<file path="src/rtl/core/pdrx_pkg.sv">
// shared types, constants and crc helper for the pd receive message checker
package pdrx_pkg;

  localparam logic [31:0] CrcPoly     = 32'hEDB88320;
  localparam logic [31:0] CrcInit     = 32'hFFFFFFFF;
  localparam int unsigned HdrBytes    = 2;
  localparam int unsigned BytesPerObj = 4;
  localparam int unsigned CrcBytes    = 4;

  // commands from the controller to the datapath
  typedef struct packed {
    logic take_byte;  // input transfer this cycle
    logic emit_next;  // output transfer this cycle
  } cmd_t;

  // status from the datapath to the controller
  typedef struct packed {
    logic msg_done;   // byte being taken closes a message with a result
    logic emit_last;  // result on the output is the final one
  } sts_t;

  // reflected crc-32, one byte per call
  function automatic logic [31:0] crc_byte(input logic [31:0] crc, input logic [7:0] b);
    logic [31:0] c;
    c = crc ^ {24'd0, b};
    for (int k = 0; k < 8; k++) begin
      c = c[0] ? ((c >> 1) ^ CrcPoly) : (c >> 1);
    end
    return c;
  endfunction

endpackage

</file>
<file path="src/rtl/core/pdrx_ctrl.sv">
// controller: byte intake and result emission sequencing
module pdrx_ctrl (
  input  logic           clk_i,
  input  logic           rst_ni,
  input  logic           in_valid_i,
  output logic           in_ready_o,
  output logic           out_valid_o,
  input  logic           out_ready_i,
  input  pdrx_pkg::sts_t sts_i,
  output pdrx_pkg::cmd_t cmd_o
);
  import pdrx_pkg::*;

  localparam logic ST_RUN  = 1'b0;
  localparam logic ST_EMIT = 1'b1;

  logic state_q, state_d;

  assign in_ready_o  = (state_q == ST_RUN);
  assign out_valid_o = (state_q == ST_EMIT);

  assign cmd_o.take_byte = in_valid_i & in_ready_o;
  assign cmd_o.emit_next = out_valid_o & out_ready_i;

  always_comb begin
    state_d = state_q;
    case (state_q)
      ST_RUN: begin
        if (cmd_o.take_byte && sts_i.msg_done) state_d = ST_EMIT;
      end
      ST_EMIT: begin
        if (cmd_o.emit_next && sts_i.emit_last) state_d = ST_RUN;
      end
      default: state_d = ST_RUN;
    endcase
  end

  always_ff @(posedge clk_i or negedge rst_ni) begin
    if (!rst_ni) begin
      state_q <= ST_RUN;
    end else begin
      state_q <= state_d;
    end
  end

endmodule

</file>
<file path="src/rtl/core/pdrx_datapath.sv">
// datapath: header capture, crc, object store and result fields
module pdrx_datapath #(
  parameter int unsigned MAX_DATA_OBJECTS = 7
) (
  input  logic           clk_i,
  input  logic           rst_ni,
  input  pdrx_pkg::cmd_t cmd_i,
  input  logic [7:0]     data_byte_i,
  input  logic           packet_start_i,
  output pdrx_pkg::sts_t sts_o,
  output logic           kind_o,
  output logic           status_o,
  output logic [4:0]     message_type_o,
  output logic           host_role_o,
  output logic [1:0]     spec_revision_o,
  output logic           src_role_o,
  output logic [2:0]     message_id_o,
  output logic [2:0]     object_count_o,
  output logic [2:0]     object_index_o,
  output logic [31:0]    object_value_o,
  output logic           last_o
);
  import pdrx_pkg::*;

  localparam logic [3:0] MaxObj = 4'(MAX_DATA_OBJECTS);

  logic        in_q, in_d;
  logic [5:0]  pos_q, pos_d;
  logic [15:0] hdr_q, hdr_d;
  logic [31:0] crc_q, crc_d;
  logic [31:0] rx_q, rx_d;
  logic [31:0] store_q [MAX_DATA_OBJECTS];
  logic        res_err_q;
  logic [2:0]  eidx_q;
  logic [31:0] rd_val_q;

  logic        eff_in;
  logic [5:0]  eff_pos;
  logic [15:0] eff_hdr;
  logic [31:0] eff_crc;
  logic [31:0] eff_rx;
  logic [2:0]  cnt;
  logic [5:0]  data_end;
  logic [5:0]  crc_end;
  logic [5:0]  off;
  logic [5:0]  rx_off;
  logic        st_wr;
  logic        done;
  logic        err;
  logic [2:0]  res_cnt;

  // a start mark restarts the message on this very byte
  assign eff_in  = packet_start_i | in_q;
  assign eff_pos = packet_start_i ? 6'd0 : pos_q;
  assign eff_hdr = packet_start_i ? 16'd0 : hdr_q;
  assign eff_crc = packet_start_i ? CrcInit : crc_q;
  assign eff_rx  = packet_start_i ? 32'd0 : rx_q;

  assign cnt      = eff_hdr[14:12];
  assign data_end = 6'(HdrBytes) + {1'b0, cnt, 2'b00};
  assign crc_end  = data_end + 6'(CrcBytes - 1);
  assign off      = eff_pos - 6'(HdrBytes);
  assign rx_off   = eff_pos - data_end;

  always_comb begin
    in_d  = in_q;
    pos_d = pos_q;
    hdr_d = hdr_q;
    crc_d = crc_q;
    rx_d  = rx_q;
    st_wr = 1'b0;
    done  = 1'b0;
    err   = 1'b0;
    if (cmd_i.take_byte) begin
      in_d  = eff_in;
      pos_d = eff_pos;
      hdr_d = eff_hdr;
      crc_d = eff_crc;
      rx_d  = eff_rx;
      if (eff_in) begin
        pos_d = eff_pos + 6'd1;
        if (eff_pos < 6'(HdrBytes)) begin
          if (eff_pos[0]) begin
            hdr_d[15:8] = data_byte_i;
          end else begin
            hdr_d[7:0] = data_byte_i;
          end
          crc_d = crc_byte(eff_crc, data_byte_i);
          // count too large for the object store
          if (eff_pos[0] && ({1'b0, data_byte_i[6:4]} > MaxObj)) begin
            in_d = 1'b0;
            done = 1'b1;
            err  = 1'b1;
          end
        end else if (eff_pos < data_end) begin
          st_wr = 1'b1;
          crc_d = crc_byte(eff_crc, data_byte_i);
        end else begin
          rx_d[8*rx_off[1:0] +: 8] = data_byte_i;
          if (eff_pos == crc_end) begin
            in_d = 1'b0;
            done = 1'b1;
            err  = (~eff_crc) != {data_byte_i, eff_rx[23:0]};
          end
        end
      end
    end
  end

  always_ff @(posedge clk_i or negedge rst_ni) begin
    if (!rst_ni) begin
      in_q      <= 1'b0;
      pos_q     <= '0;
      hdr_q     <= '0;
      crc_q     <= CrcInit;
      rx_q      <= '0;
      res_err_q <= 1'b0;
      eidx_q    <= '0;
    end else begin
      in_q  <= in_d;
      pos_q <= pos_d;
      hdr_q <= hdr_d;
      crc_q <= crc_d;
      rx_q  <= rx_d;
      if (done) begin
        res_err_q <= err;
        eidx_q    <= '0;
      end else if (cmd_i.emit_next) begin
        eidx_q <= eidx_q + 3'd1;
      end
    end
  end

  // object store, byte lane writes; the next object is fetched on each result transfer
  always_ff @(posedge clk_i) begin
    for (int e = 0; e < MAX_DATA_OBJECTS; e++) begin
      if (st_wr && (off[4:2] == 3'(e))) begin
        store_q[e][8*off[1:0] +: 8] <= data_byte_i;
      end
    end
    if (done) begin
      rd_val_q <= '0;
    end else if (cmd_i.emit_next) begin
      for (int e = 0; e < MAX_DATA_OBJECTS; e++) begin
        if (eidx_q == 3'(e)) rd_val_q <= store_q[e];
      end
    end
  end

  assign res_cnt = hdr_q[14:12];

  assign kind_o          = (eidx_q != 3'd0);
  assign status_o        = res_err_q;
  assign message_type_o  = res_err_q ? 5'd0 : hdr_q[4:0];
  assign host_role_o     = res_err_q ? 1'b0 : hdr_q[5];
  assign spec_revision_o = res_err_q ? 2'd0 : hdr_q[7:6];
  assign src_role_o      = res_err_q ? 1'b0 : hdr_q[8];
  assign message_id_o    = res_err_q ? 3'd0 : hdr_q[11:9];
  assign object_count_o  = res_err_q ? 3'd0 : res_cnt;
  assign object_index_o  = (eidx_q == 3'd0) ? 3'd0 : (eidx_q - 3'd1);
  assign object_value_o  = (eidx_q == 3'd0) ? 32'd0 : rd_val_q;
  assign last_o          = res_err_q | (eidx_q == res_cnt);

  assign sts_o.msg_done  = done;
  assign sts_o.emit_last = last_o;

endmodule

</file>
<file path="src/rtl/core/usb_pd_rx_message_checker_unit.sv">
// top level of the usb pd receive message checker with crc-32 check
// throughput: one message byte per cycle while no results are pending
// latency: first result is valid the cycle after the final crc byte transfer
// a good message with n objects gives 1 + n results, one per cycle while out_ready_i is high, input held off meanwhile
// byte intake is set by the byte-wide crc update, emission by the single result register
// reset: async active low, clears message state and crc; the object store is not cleared
module usb_pd_rx_message_checker_unit #(
  parameter int unsigned MAX_DATA_OBJECTS = 7
) (
  input  logic        clk_i,
  input  logic        rst_ni,
  input  logic        in_valid_i,
  output logic        in_ready_o,
  input  logic [7:0]  data_byte_i,
  input  logic        packet_start_i,
  output logic        out_valid_o,
  input  logic        out_ready_i,
  output logic        kind_o,
  output logic        status_o,
  output logic [4:0]  message_type_o,
  output logic        host_role_o,
  output logic [1:0]  spec_revision_o,
  output logic        src_role_o,
  output logic [2:0]  message_id_o,
  output logic [2:0]  object_count_o,
  output logic [2:0]  object_index_o,
  output logic [31:0] object_value_o,
  output logic        last_o
);
  import pdrx_pkg::*;

  cmd_t cmd;  // transfer strobes from the controller
  sts_t sts;  // message end and last result flags

  // sequencing: takes bytes, then walks the result burst
  pdrx_ctrl u_ctrl (
    .clk_i       (clk_i),
    .rst_ni      (rst_ni),
    .in_valid_i  (in_valid_i),
    .in_ready_o  (in_ready_o),
    .out_valid_o (out_valid_o),
    .out_ready_i (out_ready_i),
    .sts_i       (sts),
    .cmd_o       (cmd)
  );

  // header, crc, object store and result fields
  pdrx_datapath #(
    .MAX_DATA_OBJECTS (MAX_DATA_OBJECTS)
  ) u_datapath (
    .clk_i           (clk_i),
    .rst_ni          (rst_ni),
    .cmd_i           (cmd),
    .data_byte_i     (data_byte_i),
    .packet_start_i  (packet_start_i),
    .sts_o           (sts),
    .kind_o          (kind_o),
    .status_o        (status_o),
    .message_type_o  (message_type_o),
    .host_role_o     (host_role_o),
    .spec_revision_o (spec_revision_o),
    .src_role_o      (src_role_o),
    .message_id_o    (message_id_o),
    .object_count_o  (object_count_o),
    .object_index_o  (object_index_o),
    .object_value_o  (object_value_o),
    .last_o          (last_o)
  );

`ifndef SYNTH
  // intake and emission never overlap
  assert property (@(posedge clk_i) disable iff (!rst_ni)
    !(in_ready_o && out_valid_o))
    else $error("intake and emission active together");

  // a burst keeps going until its last result
  assert property (@(posedge clk_i) disable iff (!rst_ni)
    out_valid_o && out_ready_i && !last_o |=> out_valid_o)
    else $error("result burst ended early");

  // intake resumes right after the last result transfer
  assert property (@(posedge clk_i) disable iff (!rst_ni)
    out_valid_o && out_ready_i && last_o |=> in_ready_o)
    else $error("intake not resumed after last result");

  // an error result stands alone
  assert property (@(posedge clk_i) disable iff (!rst_ni)
    out_valid_o && status_o |-> last_o && !kind_o)
    else $error("error result not single");

  // object results stay within the count
  assert property (@(posedge clk_i) disable iff (!rst_ni)
    out_valid_o && kind_o |-> object_index_o < object_count_o)
    else $error("object index beyond count");
`endif

endmodule

</file>
<file path="config.mk">
export PLATFORM = sky130hd
export DESIGN_NAME = usb_pd_rx_message_checker_unit
export DESIGN_NICKNAME = d
export VERILOG_FILES = /design/src/rtl/core/pdrx_pkg.sv /design/src/rtl/core/pdrx_ctrl.sv /design/src/rtl/core/pdrx_datapath.sv /design/src/rtl/core/usb_pd_rx_message_checker_unit.sv
export SDC_FILE = /design/constraint.sdc
export NUM_CORES = 1
export LEC_CHECK = 0
export BUFFER_PORTS_ARGS = -buffer_cell sky130_fd_sc_hd__buf_2
export CAP_MARGIN = 10
export CORE_MARGIN = 2
export CORE_UTILIZATION = 50
export CTS_BUF_LIST = sky130_fd_sc_hd__clkbuf_8
export DETAILED_ROUTE_END_ITERATION = 12
export GPL_ROUTABILITY_DRIVEN = 0
export HOLD_SLACK_MARGIN = 0.12
export MAX_ROUTING_LAYER = met4
export PLACE_DENSITY = 0.67
export SETUP_SLACK_MARGIN = 0.02
export SLEW_MARGIN = 20
export SYNTH_ARGS = -nofsm -noshare
export SYNTH_HDL_FRONTEND = slang
export SYNTH_SLANG_ARGS = --single-unit
</file>
<file path="constraint.sdc">
create_clock -name clk_i -period 6.09 [get_ports clk_i]
set_clock_uncertainty 0.2 [all_clocks]
set_input_delay 0.609 -clock clk_i [delete_from_list [all_inputs] [get_ports clk_i]]
set_output_delay 0.609 -clock clk_i [all_outputs]
set_load 0.01 [all_outputs]
</file>
Word level (Yosys, flattened, before mapping). Memory sizes are Yosys's and may differ from the RTL's. Cells that the tools add are included. Widths: inputs -> output; s select.

Register bits after elaboration: 124. RAM bits: 224. Input bits: 13. Word-level logic and storage cells: 170. Memories kept: 1.

Memories: u_datapath.store_q (depth 7, width 32, read ports 7, clocked after Yosys merged registers in 0, write ports 1, line pdrx_datapath.sv:32) `logic [31:0] store_q [MAX_DATA_OBJECTS];`.

Add/subtract/negate cells: 9. Order comparisons: 2. Equality and inequality tests: 15. Shift operators: 4. Multiplexer cells: 94. Bitwise logic cells: 15. Reductions and logical operators: 21.

Operators with widths (count): $mux 32 (43); $reduce_or 32->1 (6); $not 13->14 (8); $neg 5->34 (2); $shift 8x34->32 const A (2); $shiftx 8x34->32 (2); $mux 16 (3); $mux 3 (11); $bwmux 32 (1); $ne 32x32->1 (1); $not 32->32 (1); $xor 32x8->32 (1); $mux 1 (29); $eq 3x3->1 const B (6); $mux 8 (2); $eq 3x2->1 const B (4); $mux 6 (2); $logic_and 1x1->1 (9); $reduce_bool 7->1 (1); $add 2x5->6 const A (1); $add 6x1->6 const B (1); $add 6x2->6 const B (1); $eq 3x1->1 const B (2); $eq 6x6->1 (1); 17 further kinds (20).

Longest topological paths before layout. Gate-level depths: netlist of run 1.

Depth in word-level cells: 21. Mapped depth: 15.

Modules after synthesis. Synthesis of run 1 repeated with hierarchy kept, for this count alone.

Cell total of the unflattened synthesis: 1467. Area, all modules: 16462.0 µm².

Modules (own cells, without submodules): pdrx_datapath (times used 1, cells an instance 1461, area an instance 16405.7 µm², seq. area each 9459.1 µm²); pdrx_ctrl (times used 1, cells an instance 6, area an instance 56.3 µm², seq. area each 25.0 µm²).

Worst setup path before layout of run 1. OpenSTA, ideal clock, no wires.

Path kind: in2reg. From: in packet_start_i. To: mem u_datapath.store_q[1][24] (enable). Arrival: 3011 ps. Required time: 5558 ps. Slack: 2548 ps. Stages: 13. Path buffers: 5. Cell sequence: buf_4 > buf_4 > buf_2 > buf_1 > buf_1 > nor2b_1 > ha_1 > o311ai_1 > o21ai_1 > nor2_1 > nand3_1 > nor3_1 > and2_1.

Cells in the longest elaborated chain, start to end: 17.

Ends and longest elaborated chain: start, declared (line usb_pd_rx_message_checker_unit.sv:15) `input logic packet_start_i,`; $mux 16 (line pdrx_datapath.sv:55) `assign eff_hdr = packet_start_i ? 16'd0 : hdr_q;`; $add 2x5->6 (line pdrx_datapath.sv:60) `assign data_end = 6'(HdrBytes) + {1'b0, cnt, 2'b00};`; $lt 6x6->1 (line pdrx_datapath.sv:95) `end else if (eff_pos < data_end) begin`; $mux 1 (line pdrx_datapath.sv:95); $mux 1 (line pdrx_datapath.sv:82) `if (eff_pos < 6'(HdrBytes)) begin`; $mux 1 (line pdrx_datapath.sv:80) `if (eff_in) begin`; $mux 1 (line pdrx_datapath.sv:74) `if (cmd_i.take_byte) begin`; $logic_and 1x1->1 (line pdrx_datapath.sv:137) `if (st_wr && (off[4:2] == 3'(e))) begin`; $mux 1 (line pdrx_datapath.sv:137); $mux 32 (implied by the code) (line pdrx_datapath.sv:138) `store_q[e][8*off[1:0] +: 8] <= data_byte_i;`; $reduce_or 32->1 (no line); $mux 3 (no line) or $mux 32 (tied branches) (6 in series); end, declared (line pdrx_datapath.sv:32).

Parallel ways exist; a longest one is shown, timed or not.

Final worst setup path of run 1. Ends and elaborated chain as after synthesis.

==> results of run 1 <==
-- stage by stage --
step           std cells  area [sq um]  setup WS (ns)  hold slack (ns)  utilization [%]
3_5_place_dp        1739         16300           1.83            0.273             52.2
2_1_floorplan       1354         15800           2.55            0.113                -
4_1_cts             1845         17500           2.48            0.231             55.9
5_1_grt             1845         17500           2.18            0.271             56.0
3_3_place_gp        1739         16300           1.91            0.261             52.2
6_report            1845         17500           2.37            0.275             56.0
-- power by group through the flow --
stage	combinational, uW	clock (uW)	sequential [uW]
floorplan	2640	0	3120
global placement	3280	0	3290
detailed placement	3330	0	3300
CTS	3350	2070	3260
global route	3700	2180	3300
finish	3340	2030	3260
-- placed cells by master (no fill, tap or decap), types with 45 or more instances in the layout --
cell      instances
nand2_1         165
a22o_1           60
a21oi_1          49
xnor2_1          78
and2_1           61
o21ai_0          45
edfxtp_1        224
clkbuf_8         61
dfrtp_1          51
buf_2            66
nor2_1           89
nor2b_1          82
-- per-layer routing --
metal | vias up | part of all wire (%)
met2 | 278 | 49
met4 | 0 | 2.8
met1 | 5082 | 43
met5 | - | 0
met3 | 90 | 4.8
li1 | 4970 | -
-- path summary, 6_finish.rpt --
kind | slack (ns) | to
min reg2reg | 0.28 | u_datapath.hdr_q[5]$_DFFE_PN0P_
max | 2.37 | u_datapath.store_q[1][24]$_DFFE_PP_
min in group clk_i | 0.28 | u_datapath.pos_q[5]$_DFFE_PN0P_
max reg2reg | 2.60 | u_datapath.store_q[1][24]$_DFFE_PP_
min | 0.28 | u_datapath.rx_q[17]$_DFFE_PN0P_
max in group asynchronous | 4.37 | u_datapath.hdr_q[3]$_DFFE_PN0P_
-- flip-flops by register name, indices dropped and copies added, names as in the netlist --
name	flops
u_ctrl.out_valid_o	1
u_datapath.status_o	1
u_datapath.in_q	1
u_datapath.eidx_q	3
u_datapath.rd_val_q	32
u_datapath.rx_q	24
u_datapath.hdr_q	15
u_datapath.pos_q	6
u_datapath.store_q	224
u_datapath.crc_q	32
-- worst register-to-register path, delay by kind of cell, from the launching register on --
kind	cells	cell delay, ns
AND/OR/NAND/NOR	7	2.37
flip-flops	1	0.60
-- kinds of logic (layout without fill, tap and decap cells) --
kind of cell / Yosys count / in the layout
compound gates: 319 / 319
xor+xnor: 115 / 115
fa+ha+maj: 18 / 18
buf+inv: 112 / 201
flops: 339 / 339
mux: 12 / 12
simple gates: 439 / 439
-- what timing repair did --
action / in CTS / in global routing
endpoints found under the setup margin: 0 / 0
hold buffers: 2 / 0
endpoints found under the hold margin: 36 / 0
-- final cells by class --
| type | instances | area, sq um | area share (%) |
|---|---|---|---|
| sequential | 339 | 9480 | 54.1 |
| clock buffer | 61 | 840 | 4.79 |
| inverter | 16 | 60.1 | 0.342 |
| clock inverter | 43 | 308 | 1.76 |
| timing repair buffer | 81 | 448 | 2.55 |
| tap | 402 | 503 | 2.87 |
| multi-input combinational | 903 | 5900 | 33.6 |
==> metrics.txt, run 1 <==
outcome=finished, final reports clean; worst vdd ir=0.425 mV; worst-margin pin slew=between 1 and 1.5 ns; top cells by area, synth=edfxtp_1 (43%), dfrtp_1 (8.1%), dfstp_2 (5.3%); CTS sink count=339; Yosys reg bits=339; Hold Vio Cnt, Final=0; TritonCTS clock tree=yes; Period Utilization, post-route=between 60% and 70%; part of the power in combinational logic=between 30% and 40%; Static Leak=0.00667 uW; part of the power in the clock network=23.5%; diodes inserted=0; Setup Fix Bufs, Post-CTS=0; max-cap check violation count=0; commonest cells in the netlist=edfxtp_1 (224), nand2_1 (166), nor2_1 (89); Synth Area in XOR/XNOR=just over 7%; maximum achievable frequency=~270 MHz; Critical Path Slowest Stage Cell=nor3_1; Synth Warn #=0; Post-DP HPWL=roughly 23000 um; layout cell share with drive strength beyond 1=approximately 16%; CP max FO=30; antenna violations before repair=0; GRT met1 Usage=29.2%; post-cts sizing count=0; Worst Setup Path Type=input port to flip-flop; first-pass GRT wire length=slightly below 60000 um; met2 usage=between 30 and 40%; Mapped Avg Cell Area=between 10 and 15 sq um; die width=around 180 um; Reg power frac=37.8%; top cell type's share of synthesized area=a little over two fifths; busiest metal layer after global routing=met2; number of global-route vias before repair=10500; Internal=5530 uW; Clock transition at path regs=approximately 0.060 ns; CTS root buf=clkbuf_8; Critical Path RT=6.15 ns; Worst slew margin=31.5%; CP Capture Type=flip-flop; main combinational cell family by area after synthesis=compound AO/OA/AOI/OAI gates; Cell Pwr Density=492 mW/mm^2; RSZ-0062 raised after global routing=false; Layout area overhead=11.0%; Post-Syn Area=roughly 0.016 sq mm; # rows=between 60 and 70; Worst Reg-to-Reg Cells=7; Skew-Pair Late Insertion Delay=roughly 0.62 ns; CP startpoint=packet_start_i; DR vias=between 10000 and 15000; Top FF cell, synth=edfxtp_1; initial core utilization=approximately half; multiplexer share of the synthesized area=less than 1%; Hold Crit Class=input port to async pin; complex-gate fraction of the synthesized area=between 10% and 20%; Design Power=around 8600 uW; core area=roughly 0.031 sq mm; Slew Limit Fails=0; Synthesized Nets=about 1400; dominant cell type by area after synthesis=edfxtp_1; Crit path depth=11; Slowest Stage Delay on Critical Path=0.67 ns; number of DRC markers in iteration 0=667; sw frac=36.0%; post-synthesis sequential area ratio=between 60 and 70%; sw power=approximately 3100 uW; worst r2r src=u_datapath.in_q$_DFFE_PN0P_; I/O Buffers=67; final setup fails=0; Clock Path Buffers=3; post-route setup TNS=0 ns; drt drc=0; NumNets Final=1428; Die Span Y=about 180 um; GRT Residual Overflow=0; min cycle time layout=3.72 ns; htree depth=2; critical path launch point type=input port; gate family responsible for the most delay along the worst path=simple AND/OR/NAND/NOR gates; Worst Path Arrival=roughly 3.8 ns; Routed WL=approximately 37000 um; ys async rst share=roughly 24%; Simple-Gate Fraction of Synth Area=between 10% and 20%; drt via density=~5.6; critical path, cell by cell=buf_2 -> inv_2 -> nand2_1 -> inv_1 -> ha_1 -> a221oi_1 -> o21ai_1 -> nor2_1 -> nand3_1 -> nor3_1 -> and2_1; 1st-pass router iterations=5; Routed WL per cell=roughly 20 um; largest net degree at the start of global routing=65; die area=0.0330 sq mm; met3 global-route usage=around 3.8%; number of enable flip-flop cells after synthesis=224; most common cell in the synthesized netlist=edfxtp_1; Top Ports=68; global router's overall resource usage=between 20% and 30%; Synth Area in Adders=roughly 1.4%; WP buf/inv=3; antenna viol nets, final=0; Fill cells=2639; CTS Buf Count=56; Syn Inst Count=~1400; Synth cell types=just under 60
No activity file was read; power rests on OpenSTA's default activity.
==> inputs of run 2 (changes only) <==
ABC_AREA = 1   (was unset)
clock period = 3.6 ns   (was 6.09 ns; I/O delays follow)
==> metrics.txt, run 2 <==
GRT met1 Usage=33.7% (was 29.2%); Worst Path Arrival=3.36 ns (was 3.78 ns); die width=188 um (was 182 um); RSZ-0062 raised after global routing=false (unchanged); max-cap check violation count=0 (unchanged); # rows=67 (was 65); Post-Syn Area=0.0169 sq mm (was 0.0158 sq mm); post-route setup TNS=0 ns (unchanged); drt via density=5.36 (was 5.65); Yosys reg bits=339 (unchanged); final setup fails=0 (unchanged); commonest cells in the netlist=nand2_1 (477), nor2_1 (273), edfxtp_1 (224) (was edfxtp_1 (224), nand2_1 (166), nor2_1 (89)); Top FF cell, synth=edfxtp_1 (unchanged); R2R Setup Slk=0.35 ns (was 2.60 ns); Layout area overhead=12.1% (was 11.0%); Worst slew margin=31.2% (was 31.5%); post-synthesis sequential area ratio=56.1% (was 60.0%); Skew-Pair Late Insertion Delay=0.66 ns (was 0.62 ns); layout cell share with drive strength beyond 1=13.5% (was 15.9%); Synth cell types=42 (was 58); number of global-route vias before repair=12900 (was 10500); GRT Residual Overflow=0 (unchanged); Crit path depth=11 (unchanged); Hold Crit Class=input port to async pin (unchanged); first-pass GRT wire length=69700 um (was 57900 um); Mapped Avg Cell Area=8.79 sq um (was 11.7 sq um); met3 global-route usage=4.60% (was 3.83%); CTS Buf Count=54 (was 56); ys async rst share=24.5% (unchanged); met2 usage=39.9% (was 38.7%); Syn Inst Count=1924 (was 1354); Critical Path Most Common Cell=nor2_1; core area=0.0334 sq mm (was 0.0313 sq mm); critical path, cell by cell=dlygate4sd3_1 -> buf_2 -> nor2_1 -> ha_1 -> nand2_1 -> nand2_1 -> nor2_1 -> o21ai_2 -> nor3_2 -> nand4_1 -> nor2_1 (was buf_2 -> inv_2 -> nand2_1 -> inv_1 -> ha_1 -> a221oi_1 -> o21ai_1 -> nor2_1 -> nand3_1 -> nor3_1 -> and2_1); Worst Reg-to-Reg Cells=11 (was 7); diodes inserted=0 (unchanged); Post-DP HPWL=31200 um (was 23500 um); drt drc=0 (unchanged); CP Capture Type=flip-flop (unchanged); I/O Buffers=67 (unchanged); Static Leak=0.00835 uW (was 0.00667 uW); Routed WL per cell=17.3 um (was 19.8 um); Slew Limit Fails=0 (unchanged); gate family responsible for the most delay along the worst path=simple AND/OR/NAND/NOR gates (unchanged); TritonCTS clock tree=yes (unchanged); Worst Setup Path Type=input port to flip-flop (unchanged); most common library cell in the layout ignoring fill and taps=nand2_1 (was edfxtp_1); Die Span Y=188 um (was 182 um); Worst R2R End=u_datapath.store_q[5][4]$_DFFE_PP_ (was u_datapath.store_q[1][24]$_DFFE_PP_); global router's overall resource usage=25.7% (was 23.3%); post-cts sizing count=0 (unchanged); DR vias=13400 (was 10400); htree depth=2 (unchanged); antenna violations before repair=0 (unchanged); largest net degree at the start of global routing=75 (was 65); dominant cell type by area after synthesis=edfxtp_1 (unchanged); Synth Warn #=0 (unchanged); Critical Path RT=3.66 ns (was 6.15 ns); worst r2r src=u_datapath.hdr_q[12]$_DFFE_PN0P_ (was u_datapath.in_q$_DFFE_PN0P_); die area=0.0353 sq mm (was 0.0330 sq mm); CTS sink count=339 (unchanged); WP buf/inv=2 (was 3); Hold Slack=0.229 ns (was 0.275 ns); busiest metal layer after global routing=met2 (unchanged); Hold Vio Cnt, Final=0 (unchanged); Period Utilization, post-route=91.7%; most frequent cells in the layout=nand2_1 (476), nor2_1 (272), edfxtp_1 (224) (was edfxtp_1 (224), nand2_1 (165), nor2_1 (89)); Slowest Stage Delay on Critical Path=0.60 ns (was 0.67 ns); CTS root buf=clkbuf_8 (unchanged); number of DRC markers in iteration 0=1373 (was 667); min cycle time layout=approximately 3.3 ns; max FFs per register=224 (unchanged); top cell type's share of synthesized area=39.8% (was 42.6%); top cells by area, synth=edfxtp_1 (40%), nand2_1 (11%), dfrtp_1 (7.5%) (was edfxtp_1 (43%), dfrtp_1 (8.1%), dfstp_2 (5.3%)); number of enable flip-flop cells after synthesis=224 (unchanged); antenna viol nets, final=0 (unchanged); maximum achievable frequency=between 300 and 400 MHz; NumNets Final=2041 (was 1428); Clock transition at path regs=0.06 ns (about the same); Critical Path Slowest Stage Cell=nor2_1 (was nor3_1); outcome=finished, final reports clean (unchanged); Cell Pwr Density=604 mW/mm^2 (was 492 mW/mm^2); 1st-pass router iterations=6 (was 5); Synthesized Nets=1955 (was 1385); Routed WL=43200 um (was 36500 um); CP max FO=9 (was 30); most common cell in the synthesized netlist=nand2_1 (was edfxtp_1); Top Ports=68 (unchanged); Clock Path Buffers=3 (unchanged); worst-margin pin slew=1.03 ns (was 1.02 ns); worst vdd ir=0.569 mV (was 0.425 mV); critical path launch point type=input port (unchanged); initial core utilization=50.5% (was 50.4%)
[run 2: changes by cell type after synthesis, moves of 69 or more]
cell	before	now
nand2_1	166	477
nor2b_1	83	0
inv_1	12	141
xnor2_1	78	9
nand3_1	5	179
o21ai_0	45	117
nor2_1	89	273
[run 2: cell families after synthesis]
| group | share of synthesized area (%) |
|---|---|
| buf+inv | 6.00 |
| compound gates | 8.91 |
| flops | 56.1 |
| simple gates | 24.9 |
| xor+xnor | 2.80 |
| fa+ha+maj | 1.33 |
[run 2: where the power goes]
group          total [uW]  switching [uW]  internal, uW
Combinational        3250            2200          1050
Sequential           4860             236          4620
Clock                3340            1560          1770
[run 2: cell type report]
type / count / area [sq um]
Sequential cell: 339 / 9480
Clock buffer: 57 / 785
Timing Repair Buffer: 122 / 806
Inverter: 156 / 586
Clock inverter: 44 / 312
Fill cell: 2973 / 14500
Tap cell: 448 / 561
Multi-Input combinational cell: 1337 / 6410
[run 2: per-layer routing]
| layer | vias to the layer above | part of all wire, % |
|---|---|---|
| li1 | 6564 | - |
| met1 | 6210 | 44 |
| met2 | 513 | 45 |
| met3 | 123 | 6.8 |
| met4 | 0 | 3.8 |
| met5 | - | 0 |
[run 2: per-stage QoR]
stage          setup slack [ns]  util [%]  instances  power, uW  instance area [sq um]
3_3_place_gp              0.343      53.0       2390       8070                  17700
6_report                  0.300      56.6       2503      11400                  18900
5_1_grt                  0.0941      56.6       2503      12100                  18900
3_5_place_dp              0.297      53.0       2390       8130                  17700
4_1_cts                   0.401      56.6       2503      11500                  18900
2_1_floorplan             0.457         -       1924       7160                  16900
[run 2: repair_timing]
action,in CTS,in global routing
buffers inserted,0,0
endpoints found under the setup margin,0,0
endpoints found under the hold margin,122,0
hold buffers,12,0
[run 2: worst max-delay path by stage]
stage	end	from	slack, ns
after floorplan	u_datapath.store_q[1][0]$_DFFE_PP_	packet_start_i	0.46
after CTS	u_datapath.store_q[5][4]$_DFFE_PP_	packet_start_i	0.40
after detailed placement	u_datapath.store_q[5][6]$_DFFE_PP_	packet_start_i	0.30
final	u_datapath.store_q[5][4]$_DFFE_PP_	packet_start_i	0.30
after global placement	u_datapath.store_q[5][30]$_DFFE_PP_	packet_start_i	0.34
after global routing	u_datapath.rd_val_q[9]$_SDFFE_PP0P_	u_datapath.hdr_q[12]$_DFFE_PN0P_	0.09
